[src/hw/rtl/lsl_pkg.sv]
// Shared types, constants and register codes for the lidar sector speed limiter.
// No dependencies; the top level, front end and back end import this package.
`default_nettype none

package lsl_pkg;

	localparam int unsigned CMD_TIMEOUT_DEFAULT = 3;
	localparam int unsigned QUEUE_DEPTH_DEFAULT = 2;

	localparam logic [15:0] NO_READING = 16'hFFFF;
	localparam int unsigned DIV_STEPS = 16;

	// request kinds on the input tuser
	localparam logic [1:0] REQ_SAMPLE = 2'd0;
	localparam logic [1:0] REQ_CMD    = 2'd1;
	localparam logic [1:0] REQ_TICK   = 2'd2;

	// sector order in the minima arrays
	localparam int unsigned SEC_FWD   = 0;
	localparam int unsigned SEC_REAR  = 1;
	localparam int unsigned SEC_LEFT  = 2;
	localparam int unsigned SEC_RIGHT = 3;
	localparam int unsigned NUM_SECTORS = 4;

	// configuration register indexes
	localparam logic [2:0] CFG_STOP_DISTANCE = 3'd0;
	localparam logic [2:0] CFG_RAMP_WIDTH    = 3'd1;
	localparam logic [2:0] CFG_FWD_HALF      = 3'd2;
	localparam logic [2:0] CFG_SIDE_START    = 3'd3;
	localparam logic [2:0] CFG_SIDE_END      = 3'd4;
	localparam logic [2:0] CFG_RANGE_MIN     = 3'd5;
	localparam logic [2:0] CFG_RANGE_MAX     = 3'd6;
	localparam logic [2:0] CFG_SCAN_TIMEOUT  = 3'd7;

	typedef struct packed {
		logic [15:0] stop_distance;
		logic [15:0] ramp_width;
		logic [14:0] forward_half_angle;
		logic [14:0] side_start_angle;
		logic [14:0] side_end_angle;
		logic [15:0] range_minimum;
		logic [15:0] range_maximum;
		logic [7:0]  scan_timeout_ticks;
	} lsl_cfg_t;

	localparam lsl_cfg_t CFG_RESET = '{
		stop_distance:      16'd100,
		ramp_width:         16'd250,
		forward_half_angle: 15'd6372,
		side_start_angle:   15'd7282,
		side_end_angle:     15'd25486,
		range_minimum:      16'd0,
		range_maximum:      16'd65534,
		scan_timeout_ticks: 8'd5
	};

	typedef enum logic [1:0] {
		OP_PASS,
		OP_ZERO,
		OP_SCALE
	} lsl_op_t;

	// one velocity component and what the back end must do with it
	typedef struct packed {
		logic signed [15:0] val;
		lsl_op_t            op;
		logic [15:0]        num;
	} lsl_comp_t;

	typedef struct packed {
		lsl_comp_t lin;
		lsl_comp_t ang;
		logic      watchdog;
	} lsl_job_t;

	typedef enum logic [1:0] {
		BK_IDLE,
		BK_MUL,
		BK_DIV,
		BK_OUT
	} lsl_bk_state_t;

endpackage

`default_nettype wire

[src/hw/rtl/lidar_sector_speed_limiter_top.sv]
// Lidar sector speed limiter: lidar samples and ticks are absorbed by the front end as they
// are accepted; velocity commands and watchdog stops become jobs in a short queue. The back
// end takes one job at a time: it fetches the job, then handles each component with a pass
// or a zero, or with a slowdown scale (one product, then a 16-step divide by the slowdown
// zone), and then loads the output register once the output is free. The input stalls only
// while the queue is full. Configuration writes take effect at once and belong in quiet
// periods.
// Depends on lsl_pkg, lsl_front, lsl_queue and lsl_back.
`default_nettype none

module lidar_sector_speed_limiter_top import lsl_pkg::*; #(
	parameter int unsigned CMD_TIMEOUT_TICKS = CMD_TIMEOUT_DEFAULT,
	parameter int unsigned QUEUE_DEPTH       = QUEUE_DEPTH_DEFAULT
) (
	input  wire logic        clk,
	input  wire logic        arst_n,
	input  wire logic        cfg_we,
	input  wire logic [2:0]  cfg_index,
	input  wire logic [15:0] cfg_wdata,
	input  wire logic        s_axis_tvalid,
	output      logic        s_axis_tready,
	// range_mm[15:0], beam_angle[31:16], linear_vel[47:32], angular_vel[63:48]
	input  wire logic [63:0] s_axis_tdata,
	input  wire logic        s_axis_tlast,   // scan_last
	input  wire logic [1:0]  s_axis_tuser,   // req_type[1:0]
	output      logic        m_axis_tvalid,
	input  wire logic        m_axis_tready,
	// out_linear[15:0], out_angular[31:16]
	output      logic [31:0] m_axis_tdata,
	output      logic [0:0]  m_axis_tuser    // from_watchdog[0]
);

	lsl_cfg_t cfg_q;
	lsl_job_t push_job, pop_job;
	logic     q_push, q_full, q_pop, q_empty;

	always_ff @(posedge clk or negedge arst_n) begin
		if (!arst_n) begin
			cfg_q <= CFG_RESET;
		end else if (cfg_we) begin
			unique case (cfg_index)
				CFG_STOP_DISTANCE: cfg_q.stop_distance      <= cfg_wdata;
				CFG_RAMP_WIDTH:    cfg_q.ramp_width         <= cfg_wdata;
				CFG_FWD_HALF:      cfg_q.forward_half_angle <= cfg_wdata[14:0];
				CFG_SIDE_START:    cfg_q.side_start_angle   <= cfg_wdata[14:0];
				CFG_SIDE_END:      cfg_q.side_end_angle     <= cfg_wdata[14:0];
				CFG_RANGE_MIN:     cfg_q.range_minimum      <= cfg_wdata;
				CFG_RANGE_MAX:     cfg_q.range_maximum      <= cfg_wdata;
				CFG_SCAN_TIMEOUT:  cfg_q.scan_timeout_ticks <= cfg_wdata[7:0];
				default:           cfg_q <= cfg_q;
			endcase
		end
	end

	lsl_front #(
		.CMD_TIMEOUT_TICKS(CMD_TIMEOUT_TICKS)
	) u_front (
		.clk           (clk),
		.arst_n        (arst_n),
		.cfg           (cfg_q),
		.s_axis_tvalid (s_axis_tvalid),
		.s_axis_tready (s_axis_tready),
		.s_axis_tdata  (s_axis_tdata),
		.s_axis_tlast  (s_axis_tlast),
		.s_axis_tuser  (s_axis_tuser),
		.q_full        (q_full),
		.q_push        (q_push),
		.q_job         (push_job)
	);

	lsl_queue #(
		.WIDTH($bits(lsl_job_t)),
		.DEPTH(QUEUE_DEPTH)
	) u_queue (
		.clk       (clk),
		.arst_n    (arst_n),
		.push      (q_push),
		.push_data (push_job),
		.full      (q_full),
		.pop       (q_pop),
		.pop_data  (pop_job),
		.empty     (q_empty)
	);

	lsl_back u_back (
		.clk           (clk),
		.arst_n        (arst_n),
		.zone          (cfg_q.ramp_width),
		.job_valid     (!q_empty),
		.job           (pop_job),
		.job_pop       (q_pop),
		.m_axis_tvalid (m_axis_tvalid),
		.m_axis_tready (m_axis_tready),
		.m_axis_tdata  (m_axis_tdata),
		.m_axis_tuser  (m_axis_tuser)
	);

endmodule

`default_nettype wire

[src/hw/rtl/lsl_queue.sv]
// Short job queue between the front and back ends of the speed limiter.
// Depends on nothing but its parameters.
`default_nettype none

module lsl_queue #(
	parameter int unsigned WIDTH = 8,
	parameter int unsigned DEPTH = 2
) (
	input  wire logic             clk,
	input  wire logic             arst_n,
	input  wire logic             push,
	input  wire logic [WIDTH-1:0] push_data,
	output      logic             full,
	input  wire logic             pop,
	output      logic [WIDTH-1:0] pop_data,
	output      logic             empty
);

	localparam int unsigned PTR_W = (DEPTH > 1) ? $clog2(DEPTH) : 1;
	localparam int unsigned CNT_W = $clog2(DEPTH + 1);

	logic [WIDTH-1:0] mem_q [DEPTH];
	logic [PTR_W-1:0] wr_ptr_q, rd_ptr_q;
	logic [CNT_W-1:0] count_q;
	logic             do_push, do_pop;

	assign full     = (count_q == CNT_W'(DEPTH));
	assign empty    = (count_q == '0);
	assign do_push  = push && !full;
	assign do_pop   = pop && !empty;
	assign pop_data = mem_q[rd_ptr_q];

	always_ff @(posedge clk) begin
		if (do_push) begin
			mem_q[wr_ptr_q] <= push_data;
		end
	end

	always_ff @(posedge clk or negedge arst_n) begin
		if (!arst_n) begin
			wr_ptr_q <= '0;
			rd_ptr_q <= '0;
			count_q  <= '0;
		end else begin
			if (do_push) begin
				wr_ptr_q <= (wr_ptr_q == PTR_W'(DEPTH - 1)) ? '0 : wr_ptr_q + 1'b1;
			end
			if (do_pop) begin
				rd_ptr_q <= (rd_ptr_q == PTR_W'(DEPTH - 1)) ? '0 : rd_ptr_q + 1'b1;
			end
			case ({do_push, do_pop})
				2'b10:   count_q <= count_q + 1'b1;
				2'b01:   count_q <= count_q - 1'b1;
				default: count_q <= count_q;
			endcase
		end
	end

endmodule

`default_nettype wire

[src/hw/rtl/lsl_front.sv]
// Front end: takes items, tracks sector minima and ages, makes command and watchdog jobs.
// Depends on lsl_pkg.
`default_nettype none

module lsl_front import lsl_pkg::*; #(
	parameter int unsigned CMD_TIMEOUT_TICKS = CMD_TIMEOUT_DEFAULT
) (
	input  wire logic        clk,
	input  wire logic        arst_n,
	input  wire lsl_cfg_t    cfg,
	input  wire logic        s_axis_tvalid,
	output      logic        s_axis_tready,
	input  wire logic [63:0] s_axis_tdata,
	input  wire logic        s_axis_tlast,
	input  wire logic [1:0]  s_axis_tuser,
	input  wire logic        q_full,
	output      logic        q_push,
	output      lsl_job_t    q_job
);

	logic [15:0] run_min_q [NUM_SECTORS];
	logic [15:0] lat_min_q [NUM_SECTORS];
	logic [15:0] run_min_d [NUM_SECTORS];
	logic        scan_present_q;
	logic [7:0]  scan_age_q, cmd_age_q;
	logic [7:0]  scan_age_inc, cmd_age_inc;

	logic               accept;
	logic [15:0]        rng;
	logic signed [15:0] beam, lin, angv;
	logic signed [16:0] beam_ext, rear_ext, neg_ext, half_s, lo_s, hi_s;
	logic [14:0]        side_lo, side_hi;
	logic               rng_ok, wd_fire, fresh;
	logic [NUM_SECTORS-1:0] hit;
	lsl_comp_t          lin_c, ang_c;

	function automatic lsl_comp_t classify(input logic signed [15:0] v,
			input logic [15:0] m, input logic [15:0] stop, input logic [15:0] zone);
		lsl_comp_t   c;
		logic [16:0] band;
		band  = {1'b0, stop} + {1'b0, zone};
		c.val = v;
		c.num = m - stop;
		c.op  = OP_PASS;
		if (v == '0 || m == NO_READING) begin
			c.op = OP_PASS;
		end else if (m < stop) begin
			c.op = OP_ZERO;
		end else if ({1'b0, m} < band && zone != '0) begin
			c.op = OP_SCALE;
		end
		return c;
	endfunction

	assign accept        = s_axis_tvalid && s_axis_tready;
	assign s_axis_tready = !q_full;

	assign rng  = s_axis_tdata[15:0];
	assign beam = $signed(s_axis_tdata[31:16]);
	assign lin  = $signed(s_axis_tdata[47:32]);
	assign angv = $signed(s_axis_tdata[63:48]);

	always_comb begin
		beam_ext = {beam[15], beam};
		// rotate by pi: flipping the sign bit adds 32768 modulo 2^16
		rear_ext = {~beam[15], ~beam[15], beam[14:0]};
		neg_ext  = -beam_ext;
		half_s   = $signed({2'b00, cfg.forward_half_angle});
		if (cfg.side_start_angle > cfg.side_end_angle) begin
			side_lo = cfg.side_end_angle;
			side_hi = cfg.side_start_angle;
		end else begin
			side_lo = cfg.side_start_angle;
			side_hi = cfg.side_end_angle;
		end
		lo_s = $signed({2'b00, side_lo});
		hi_s = $signed({2'b00, side_hi});

		rng_ok = (rng != NO_READING) && (rng >= cfg.range_minimum)
			&& (rng <= cfg.range_maximum);
		hit[SEC_FWD]   = (beam_ext >= -half_s) && (beam_ext <= half_s);
		hit[SEC_REAR]  = (rear_ext >= -half_s) && (rear_ext <= half_s);
		hit[SEC_LEFT]  = (beam_ext >= lo_s) && (beam_ext <= hi_s);
		hit[SEC_RIGHT] = (neg_ext >= lo_s) && (neg_ext <= hi_s);

		for (int i = 0; i < NUM_SECTORS; i++) begin
			run_min_d[i] = (rng_ok && hit[i] && rng < run_min_q[i]) ? rng : run_min_q[i];
		end
	end

	assign scan_age_inc = (scan_age_q == 8'hFF) ? scan_age_q : scan_age_q + 8'd1;
	assign cmd_age_inc  = (cmd_age_q == 8'hFF) ? cmd_age_q : cmd_age_q + 8'd1;
	assign wd_fire      = cmd_age_inc > 8'(CMD_TIMEOUT_TICKS);
	assign fresh        = scan_present_q && (scan_age_q <= cfg.scan_timeout_ticks);

	always_comb begin
		lin_c = classify(lin, (lin > 0) ? lat_min_q[SEC_FWD] : lat_min_q[SEC_REAR],
			cfg.stop_distance, cfg.ramp_width);
		ang_c = classify(angv, (angv > 0) ? lat_min_q[SEC_LEFT] : lat_min_q[SEC_RIGHT],
			cfg.stop_distance, cfg.ramp_width);
		if (!fresh) begin
			lin_c.op = OP_PASS;
			ang_c.op = OP_PASS;
		end

		q_push = 1'b0;
		q_job  = '{lin: lin_c, ang: ang_c, watchdog: 1'b0};
		if (accept && s_axis_tuser == REQ_CMD) begin
			q_push = 1'b1;
		end else if (accept && s_axis_tuser == REQ_TICK && wd_fire) begin
			q_push          = 1'b1;
			q_job.lin.op    = OP_ZERO;
			q_job.ang.op    = OP_ZERO;
			q_job.watchdog  = 1'b1;
		end
	end

	always_ff @(posedge clk or negedge arst_n) begin
		if (!arst_n) begin
			for (int i = 0; i < NUM_SECTORS; i++) begin
				run_min_q[i] <= NO_READING;
				lat_min_q[i] <= NO_READING;
			end
			scan_present_q <= 1'b0;
			scan_age_q     <= '0;
			cmd_age_q      <= '0;
		end else if (accept) begin
			case (s_axis_tuser)
				REQ_SAMPLE: begin
					if (s_axis_tlast) begin
						// latch including this sample, then restart the scan
						for (int i = 0; i < NUM_SECTORS; i++) begin
							lat_min_q[i] <= run_min_d[i];
							run_min_q[i] <= NO_READING;
						end
						scan_present_q <= 1'b1;
						scan_age_q     <= '0;
					end else begin
						for (int i = 0; i < NUM_SECTORS; i++) begin
							run_min_q[i] <= run_min_d[i];
						end
					end
				end
				REQ_CMD: begin
					cmd_age_q <= '0;
				end
				REQ_TICK: begin
					scan_age_q <= scan_age_inc;
					cmd_age_q  <= cmd_age_inc;
				end
				default: begin
				end
			endcase
		end
	end

endmodule

`default_nettype wire

[src/hw/rtl/lsl_back.sv]
// Back end: applies each job's per-component action with a shared multiply and
// a bit-serial divider, and holds the result in the output register. Depends on lsl_pkg.
`default_nettype none

module lsl_back import lsl_pkg::*; (
	input  wire logic        clk,
	input  wire logic        arst_n,
	input  wire logic [15:0] zone,
	input  wire logic        job_valid,
	input  wire lsl_job_t    job,
	output      logic        job_pop,
	output      logic        m_axis_tvalid,
	input  wire logic        m_axis_tready,
	output      logic [31:0] m_axis_tdata,
	output      logic [0:0]  m_axis_tuser
);

	localparam int unsigned CNT_W = $clog2(DIV_STEPS);

	lsl_bk_state_t state_q, state_d;
	lsl_job_t      job_q;
	logic          comp_q;
	logic [CNT_W-1:0] cnt_q;
	logic [31:0]   dv_q;
	logic          neg_q;
	logic signed [15:0] lin_res_q, ang_res_q;
	logic          out_valid_q;
	logic [31:0]   out_data_q;
	logic          out_wd_q;

	lsl_comp_t     cur;
	logic [15:0]   mag;
	logic [16:0]   sh, diff;
	logic          ge;
	logic [15:0]   quot;
	logic signed [15:0] fin_val;
	logic          fin_comp, start_div, div_step, out_load;

	assign cur  = comp_q ? job_q.ang : job_q.lin;
	assign mag  = cur.val[15] ? 16'(-cur.val) : cur.val;
	// one restoring step: the high half always stays below the divisor
	assign sh   = dv_q[31:15];
	assign ge   = sh >= {1'b0, zone};
	assign diff = sh - {1'b0, zone};
	assign quot = {dv_q[14:0], ge};

	always_ff @(posedge clk or negedge arst_n) begin
		if (!arst_n) begin
			state_q <= BK_IDLE;
		end else begin
			state_q <= state_d;
		end
	end

	always_comb begin
		state_d   = state_q;
		job_pop   = 1'b0;
		fin_comp  = 1'b0;
		fin_val   = '0;
		start_div = 1'b0;
		div_step  = 1'b0;
		out_load  = 1'b0;
		unique case (state_q)
			BK_IDLE: begin
				if (job_valid) begin
					job_pop = 1'b1;
					state_d = BK_MUL;
				end
			end
			BK_MUL: begin
				if (cur.op == OP_SCALE) begin
					start_div = 1'b1;
					state_d   = BK_DIV;
				end else begin
					fin_comp = 1'b1;
					fin_val  = (cur.op == OP_PASS) ? cur.val : '0;
					state_d  = comp_q ? BK_OUT : BK_MUL;
				end
			end
			BK_DIV: begin
				div_step = 1'b1;
				if (cnt_q == CNT_W'(DIV_STEPS - 1)) begin
					fin_comp = 1'b1;
					fin_val  = neg_q ? $signed(-quot) : $signed(quot);
					state_d  = comp_q ? BK_OUT : BK_MUL;
				end
			end
			BK_OUT: begin
				if (!out_valid_q || m_axis_tready) begin
					out_load = 1'b1;
					state_d  = BK_IDLE;
				end
			end
			default: state_d = BK_IDLE;
		endcase
	end

	always_ff @(posedge clk) begin
		if (job_pop) begin
			job_q <= job;
		end
		if (start_div) begin
			dv_q  <= 32'(mag * cur.num);
			neg_q <= cur.val[15];
			cnt_q <= '0;
		end else if (div_step) begin
			dv_q  <= {(ge ? diff[15:0] : sh[15:0]), dv_q[14:0], ge};
			cnt_q <= cnt_q + 1'b1;
		end
		if (fin_comp) begin
			if (comp_q) begin
				ang_res_q <= fin_val;
			end else begin
				lin_res_q <= fin_val;
			end
		end
		if (out_load) begin
			out_data_q <= {ang_res_q, lin_res_q};
			out_wd_q   <= job_q.watchdog;
		end
	end

	always_ff @(posedge clk or negedge arst_n) begin
		if (!arst_n) begin
			comp_q      <= 1'b0;
			out_valid_q <= 1'b0;
		end else begin
			if (job_pop) begin
				comp_q <= 1'b0;
			end else if (fin_comp) begin
				comp_q <= ~comp_q;
			end
			if (out_load) begin
				out_valid_q <= 1'b1;
			end else if (m_axis_tready) begin
				out_valid_q <= 1'b0;
			end
		end
	end

	assign m_axis_tvalid = out_valid_q;
	assign m_axis_tdata  = out_data_q;
	assign m_axis_tuser  = out_wd_q;

endmodule

`default_nettype wire

[config.mk]
export PLATFORM = sky130hd
export DESIGN_NAME = lidar_sector_speed_limiter_top
export DESIGN_NICKNAME = d
export VERILOG_FILES = /design/src/hw/rtl/lsl_pkg.sv /design/src/hw/rtl/lidar_sector_speed_limiter_top.sv /design/src/hw/rtl/lsl_queue.sv /design/src/hw/rtl/lsl_front.sv /design/src/hw/rtl/lsl_back.sv
export SDC_FILE = /design/constraint.sdc
export NUM_CORES = 2
export LEC_CHECK = 0
export BUFFER_PORTS_ARGS = -buffer_cell sky130_fd_sc_hd__buf_2
export CORE_ASPECT_RATIO = 0.6
export CORE_UTILIZATION = 45
export CTS_BUF_LIST = sky130_fd_sc_hd__clkbuf_8
export DETAILED_ROUTE_END_ITERATION = 8
export HOLD_SLACK_MARGIN = 0.08
export PLACE_DENSITY = 0.59
export SLEW_MARGIN = 30
export SYNTH_ARGS = -nofsm -noshare
export SYNTH_HDL_FRONTEND = slang
export SYNTH_SLANG_ARGS = --single-unit
[constraint.sdc]
create_clock -name clk -period 11.67 [get_ports clk]
set_input_delay 1.167 -clock clk [delete_from_list [all_inputs] [get_ports clk]]
set_output_delay 1.167 -clock clk [all_outputs]
set_load 0.1 [all_outputs]
* After elaboration in Yosys (flattened, before gate mapping) *
Memory sizes are Yosys's and may differ from the RTL's. A register that Yosys moved wholly into a read port is not among the register bits.
Cells that the tools add are included.

cells by class
  add/sub/neg operators = 15
  reduce and logical (&&, ||, !) cells = 58
  mux-type cells = 64
  multipliers = 1
  equal/unequal tests = 27
  order comparisons = 24
  bitwise gates (word level) = 2

operator list
  kind                  count
  $mux 16               12
  $lt 16x16->1          6
  $le 16x16->1          4
  $mux 32               2
  $mux 64               1
  $sub 16x16->16        3
  $ge 16x17->1          2
  $ge 17x16->1          2
  $lt 16x17->1          2
  $mux 2                17
  $mux 34               1
  $eq 16x16->1 const B  2
  $ge 16x16->1          2
  $gt 16x1->1 const B   2
  $logic_not 16->1      2
  $mul 16x16->32        1
  $neg 16->16           2
  $pmux 16 s2           1
  $pmux 8 s2            2
  $mux 15               2
  $mux 8                3
  $reduce_and 2->1      12
  $logic_and 1x1->1     23
  $mux 1                20
  34 further kinds      65

word-level totals
  memory bits (writable) = 138
  word-level logic and storage cells = 224
  memories = 1
  flip-flop bits (word level) = 372
  bits of input ports = 91
  output and inout port bits = 35

memories
  memory         depth  bits a word  rd ports  clocked after Yosys merged registers in  wr ports  RTL line         source
  u_queue.mem_q  2      69           1         1                                        1         lsl_queue.sv:22  logic [WIDTH-1:0] mem_q [DEPTH];

* Logic depth before layout (Yosys ltp) *
  word-level depth = 10
  depth in mapped cells = 34

* Cells and area by module *
From an unflattened synthesis, not the netlist that was laid out.

second synthesis, totals
  cells, all modules = 4015
  area total of the unflattened synthesis = 42888.6 µm²

by module, submodules not included
  module                          cells an instance  area an instance (µm²)  seq. area each (µm²)  times used
  lsl_front                       1956               16498.3                 3788.6                1
  lsl_back                        1569               16295.6                 5195.0                1
  lsl_queue                       233                5527.8                  4244.1                1
  lidar_sector_speed_limiter_top  257                4566.9                  2986.6                1

* Least setup slack after synthesis *
No wires, ideal clock.

  path type = flip-flop to flip-flop
  from = register u_back.comp_q
  to = register u_back.dv_q[31] (data pin)
  data arrival time = 8.472 ns
  cell stages (with the launch flop) = 32
  path buffers = 4
  library setup time = 0.268 ns
  setup slack = 2.929 ns
  required time = 11.402 ns
  cell sequence = dfrtp_1 > clkbuf_1 > buf_2 > mux2i_1 > clkbuf_1 > clkbuf_1 > ha_1 > nand2_1 > or2_2 > o21ai_0 > xor2_1 > nand2_1 > fa_1 > inv_1 > fa_1 > fa_1 > fa_1 > fa_1 > inv_1 > fa_1 > inv_1 > ha_1 > and3_1 > and3_1 > nand3_1 > and3_1 > a31oi_1 > o31a_1 > or4_1 > a31oi_1 > xnor2_1 > o21ai_0

on the way
  longest elaborated chain between the ends = 5
  elaborated cells on any way between the ends = 8

ends and longest elaborated chain
  item                                       RTL line                         source
  from (decl)                                lsl_back.sv:22                   logic comp_q;
  from (signal assigned)                     lsl_back.sv:131                  comp_q <= ~comp_q;
  $mux 34 (*)                                lsl_back.sv:39                   assign cur = comp_q ? job_q.ang : job_q.lin;
  $neg 16->16 or $eq 2x2->1 (tied branches)  lsl_back.sv:40, lsl_back.sv:71
  $mux 16 or $mux 1 (tied branches)          lsl_back.sv:40, lsl_back.sv:71
  $mul 16x16->32 or $mux 1 (tied branches)   lsl_back.sv:103, lsl_back.sv:63
  $mux 32 (*)                                lsl_back.sv:102                  if (start_div) begin
  to (signal assigned)                       lsl_back.sv:103                  dv_q <= 32'(mag * cur.num);
  to (signal assigned)                       lsl_back.sv:107                  dv_q <= {(ge ? diff[15:0] : sh[15:0]), dv_q[14:0], ge};
  to (decl)                                  lsl_back.sv:24                   logic [31:0] dv_q;

Every way passes the cells marked *; elsewhere a longest branch is shown, timed or not.
A chain may end at the register's enable or synchronous reset.

* Worst setup path after layout *
Ends and elaborated chain as after synthesis.

==> metrics.log <==
INFO  metric die_footprint = 92800 um2
INFO  metric antenna_found_initial = 6
INFO  metric route.detailed.wl_per_inst = 22.9 um
INFO  metric final_nets = 4756
INFO  metric synthTopCellsByCount = 439 x inv_1, 421 x ha_1, 377 x nand2_1
INFO  metric worstSetupStartpoint = u_back.comp_q
INFO  metric via_count_of_the_first_global_routing_pass = 28300
INFO  metric path_class = reg2reg
INFO  metric cts_buffers = 89
INFO  metric finalHoldViolCount = 0
INFO  metric post-synth-top-area-fraction = 0.222
INFO  metric crit_path_time_final = 9.74 ns
INFO  metric mappedNetlistArea = 41200 um2
INFO  metric netlist_instances = 3885
INFO  metric cts.reportedPaths.clkPinSlew = 0.09 ns
INFO  metric gp_congestion = 0.983
INFO  metric pin_count_of_the_biggest_net_entering_global_routing = 146
INFO  metric setup-violations-final = 0
INFO  metric dp_hpwl = 93.8 mm
INFO  metric crit-reg2reg-launch = u_back.comp_q
INFO  metric max_fo_critical_path = 25
INFO  metric ys_seq_area_frac = 0.394
INFO  metric outcome = completed
INFO  metric timing.final.crit_share = 0.835
INFO  metric num_rows = 85
INFO  metric layout-drive-gt1-share = 0.174
INFO  metric hp-class = in2async
INFO  metric synth_top_cell_by_area = edfxtp_1
INFO  metric synth_warnings = 0
INFO  metric initialDrtViolationCount = 2572
INFO  metric clock_tree_from_tritoncts = built
INFO  metric timing.final.max_slew_violations = 0
INFO  metric worst_ep_arrival_time = 10.22 ns
INFO  metric overflow = 0
INFO  metric floorplan.initialDensity = 0.457
INFO  metric yosysMostFrequentCell = inv_1
INFO  metric filler_cell_count = 8334
INFO  metric first_pass_grt_wire_length = 183 mm
INFO  metric cp-end-kind = flip-flop
INFO  metric synth_ff_type = edfxtp_1
INFO  metric die_width = 393 um
INFO  metric drt-vias-per-instance = 5.53
INFO  metric cp-start-kind = flip-flop
INFO  metric synthToLayoutAreaGrowth = 9.85%
INFO  metric detail_route.drc_violations = 0
INFO  metric worst_slew_margin_rel = 0.252
INFO  metric netlist_top_cells_area = edfxtp_1 22%, ha_1 13%, dfstp_2 11%
INFO  metric h_tree_levels = 3
INFO  metric dr.pass1.iters = 5
INFO  metric design.portCount = 126
INFO  metric routed_wl = 122 mm
INFO  metric number_of_cells_upsized_or_downsized_after_cts = 0
INFO  metric timing.max_cap.violations = 0
INFO  metric cts_hold_buf = 0
INFO  metric worst_pin_slew = 1.12 ns
INFO  metric via_count = 29500
INFO  metric synth_edf_count = 305
INFO  metric postCtsSetupBuffers = 0
INFO  metric port-buffer-count = 125
INFO  metric required = 12.15 ns
INFO  metric worst_skew_pair.late_latency = 0.76 ns
INFO  metric final_antenna_net_count = 0
INFO  metric timing.setup.tns = 0 ns
INFO  metric synth-async-reset-ratio = 0.466
INFO  metric synthDistinctLibCells = 80
INFO  metric synthesis.nets = 4595
INFO  metric grt_setup_unrepaired = no
INFO  metric clock_sink_count = 579
INFO  metric achievable-frequency = 0.103 GHz
INFO  metric coreArea = 90200 um2
INFO  metric n_antenna_cell = 0
INFO  metric syn_avg_cell_area = 10.6 um2
INFO  metric register_bit_total_from_synthesis = 579
INFO  metric finalClockSkew = 0.0357 ns
INFO  metric die-height = 236 um
INFO  metric grt.total_usage = 0.266
INFO  metric clk_root_buffer_cell = clkbuf_8
INFO  metric clock_tree.buffer_depth = 3
## cell usage in the layout (no fill, tap or decap), types with 114 or more instances in the layout
master	Yosys	layout
a21oi_1	115	114
buf_2	12	125
dfstp_2	175	175
edfxtp_1	305	305
fa_1	198	198
ha_1	421	421
inv_1	439	463
mux2_2	172	172
mux2i_1	133	129
nand2_1	377	377
nor2_1	262	260
o21ai_0	259	259
## sequential cells by signal, summed over array words and instances, names as in the netlist, 2 cells and up
| name | flops |
|---|---|
| u_back.state_q | 2 |
| u_front.run_min_q | 64 |
| u_front.lat_min_q | 64 |
| u_front.cmd_age_q | 8 |
| u_back.lin_res_q | 16 |
| u_queue.count_q | 2 |
| u_front.scan_age_q | 8 |
| u_back.m_axis_tdata | 32 |
| u_back.dv_q | 32 |
| cfg_q | 117 |
| u_queue.mem_q | 138 |
| u_back.cnt_q | 4 |
| u_back.job_q | 69 |
| u_back.ang_res_q | 16 |
## layer usage
| metal | vias up | part of all wire | GRT usage |
|---|---|---|---|
| met5 | - | 0 | 0 |
| met4 | 0 | 0.011 | 0.0414 |
| met3 | 103 | 0.11 | 0.102 |
| met2 | 979 | 0.35 | 0.310 |
| met1 | 14500 | 0.53 | 0.445 |
| li1 | 13900 | - | - |
## final cells by class
class                      count  area, um2  area share
tap                         1218       1520      0.0337
timing repair buffer         188       1160      0.0256
clock buffer                  99       1360      0.0301
clock inverter                58        342     0.00755
multi-input combinational   2748      23000       0.508
inverter                     440       1650      0.0365
sequential                   579      16200       0.358
## path summary, 6_finish.rpt
| path | slack (ns) | cells past startpoint | to |
|---|---|---|---|
| worst max-delay path | 1.93 | 24 | u_back.dv_q[31] |
| worst min-delay path | 0.40 | 1 | cfg_q[70] |
| worst max register to register | 1.93 | 24 | u_back.dv_q[31] |
| worst min register to register | 0.41 | 0 | u_back.m_axis_tdata[6] |
| max in group asynchronous | 9.90 | 2 | u_queue.rd_ptr_q |
| min in group clk | 0.41 | 0 | u_back.m_axis_tdata[6] |
## critical path, stage by stage, from the launching register on
cell,delay (ns)
dfrtp_2,0.78
mux2i_1,0.92
inv_1,0.51
nand2_1,0.36
xor2_1,0.70
nand2_1,0.18
fa_1,0.56
inv_1,0.05
fa_1,0.51
fa_1,0.54
fa_1,0.52
fa_1,0.55
inv_1,0.06
fa_1,0.53
inv_1,0.07
ha_1,0.36
a21oi_1,0.22
o21ai_0,0.21
a222oi_1,0.46
a31oi_1,0.23
o31a_1,0.32
or4_1,0.40
a31oi_1,0.21
xnor2_1,0.13
o21ai_0,0.08
## cells by family (layout without fill, tap and decap cells)
kind of cell / Yosys count / count (layout) / synth area share
AO/OA/AOI/OAI: 699 / 699 / 0.111
AND/OR/NAND/NOR: 980 / 980 / 0.109
multiplexers: 305 / 305 / 0.0794
adder cells (fa/ha/maj): 619 / 619 / 0.224
XOR/XNOR: 145 / 145 / 0.0308
buffers and inverters: 558 / 785 / 0.0522
flip-flops: 579 / 579 / 0.394
## stage by stage
stage | setup slack [ns] | utilization | hold slack [ns] | area (um2) | std cells
after global placement | 2.19 | 0.481 | 0.403 | 43400 | 5168
after detailed placement | 2.03 | 0.482 | 0.405 | 43400 | 5168
after CTS | 1.99 | 0.501 | 0.359 | 45200 | 5325
after global routing | 1.48 | 0.502 | 0.393 | 45200 | 5330
after floorplan | 2.93 | - | 0.400 | 41200 | 3885
final | 1.93 | 0.502 | 0.402 | 45200 | 5330
Power is left out: the tool's default activity adds up to more than one toggle a clock period on the data nets, which glitch-free logic cannot reach.
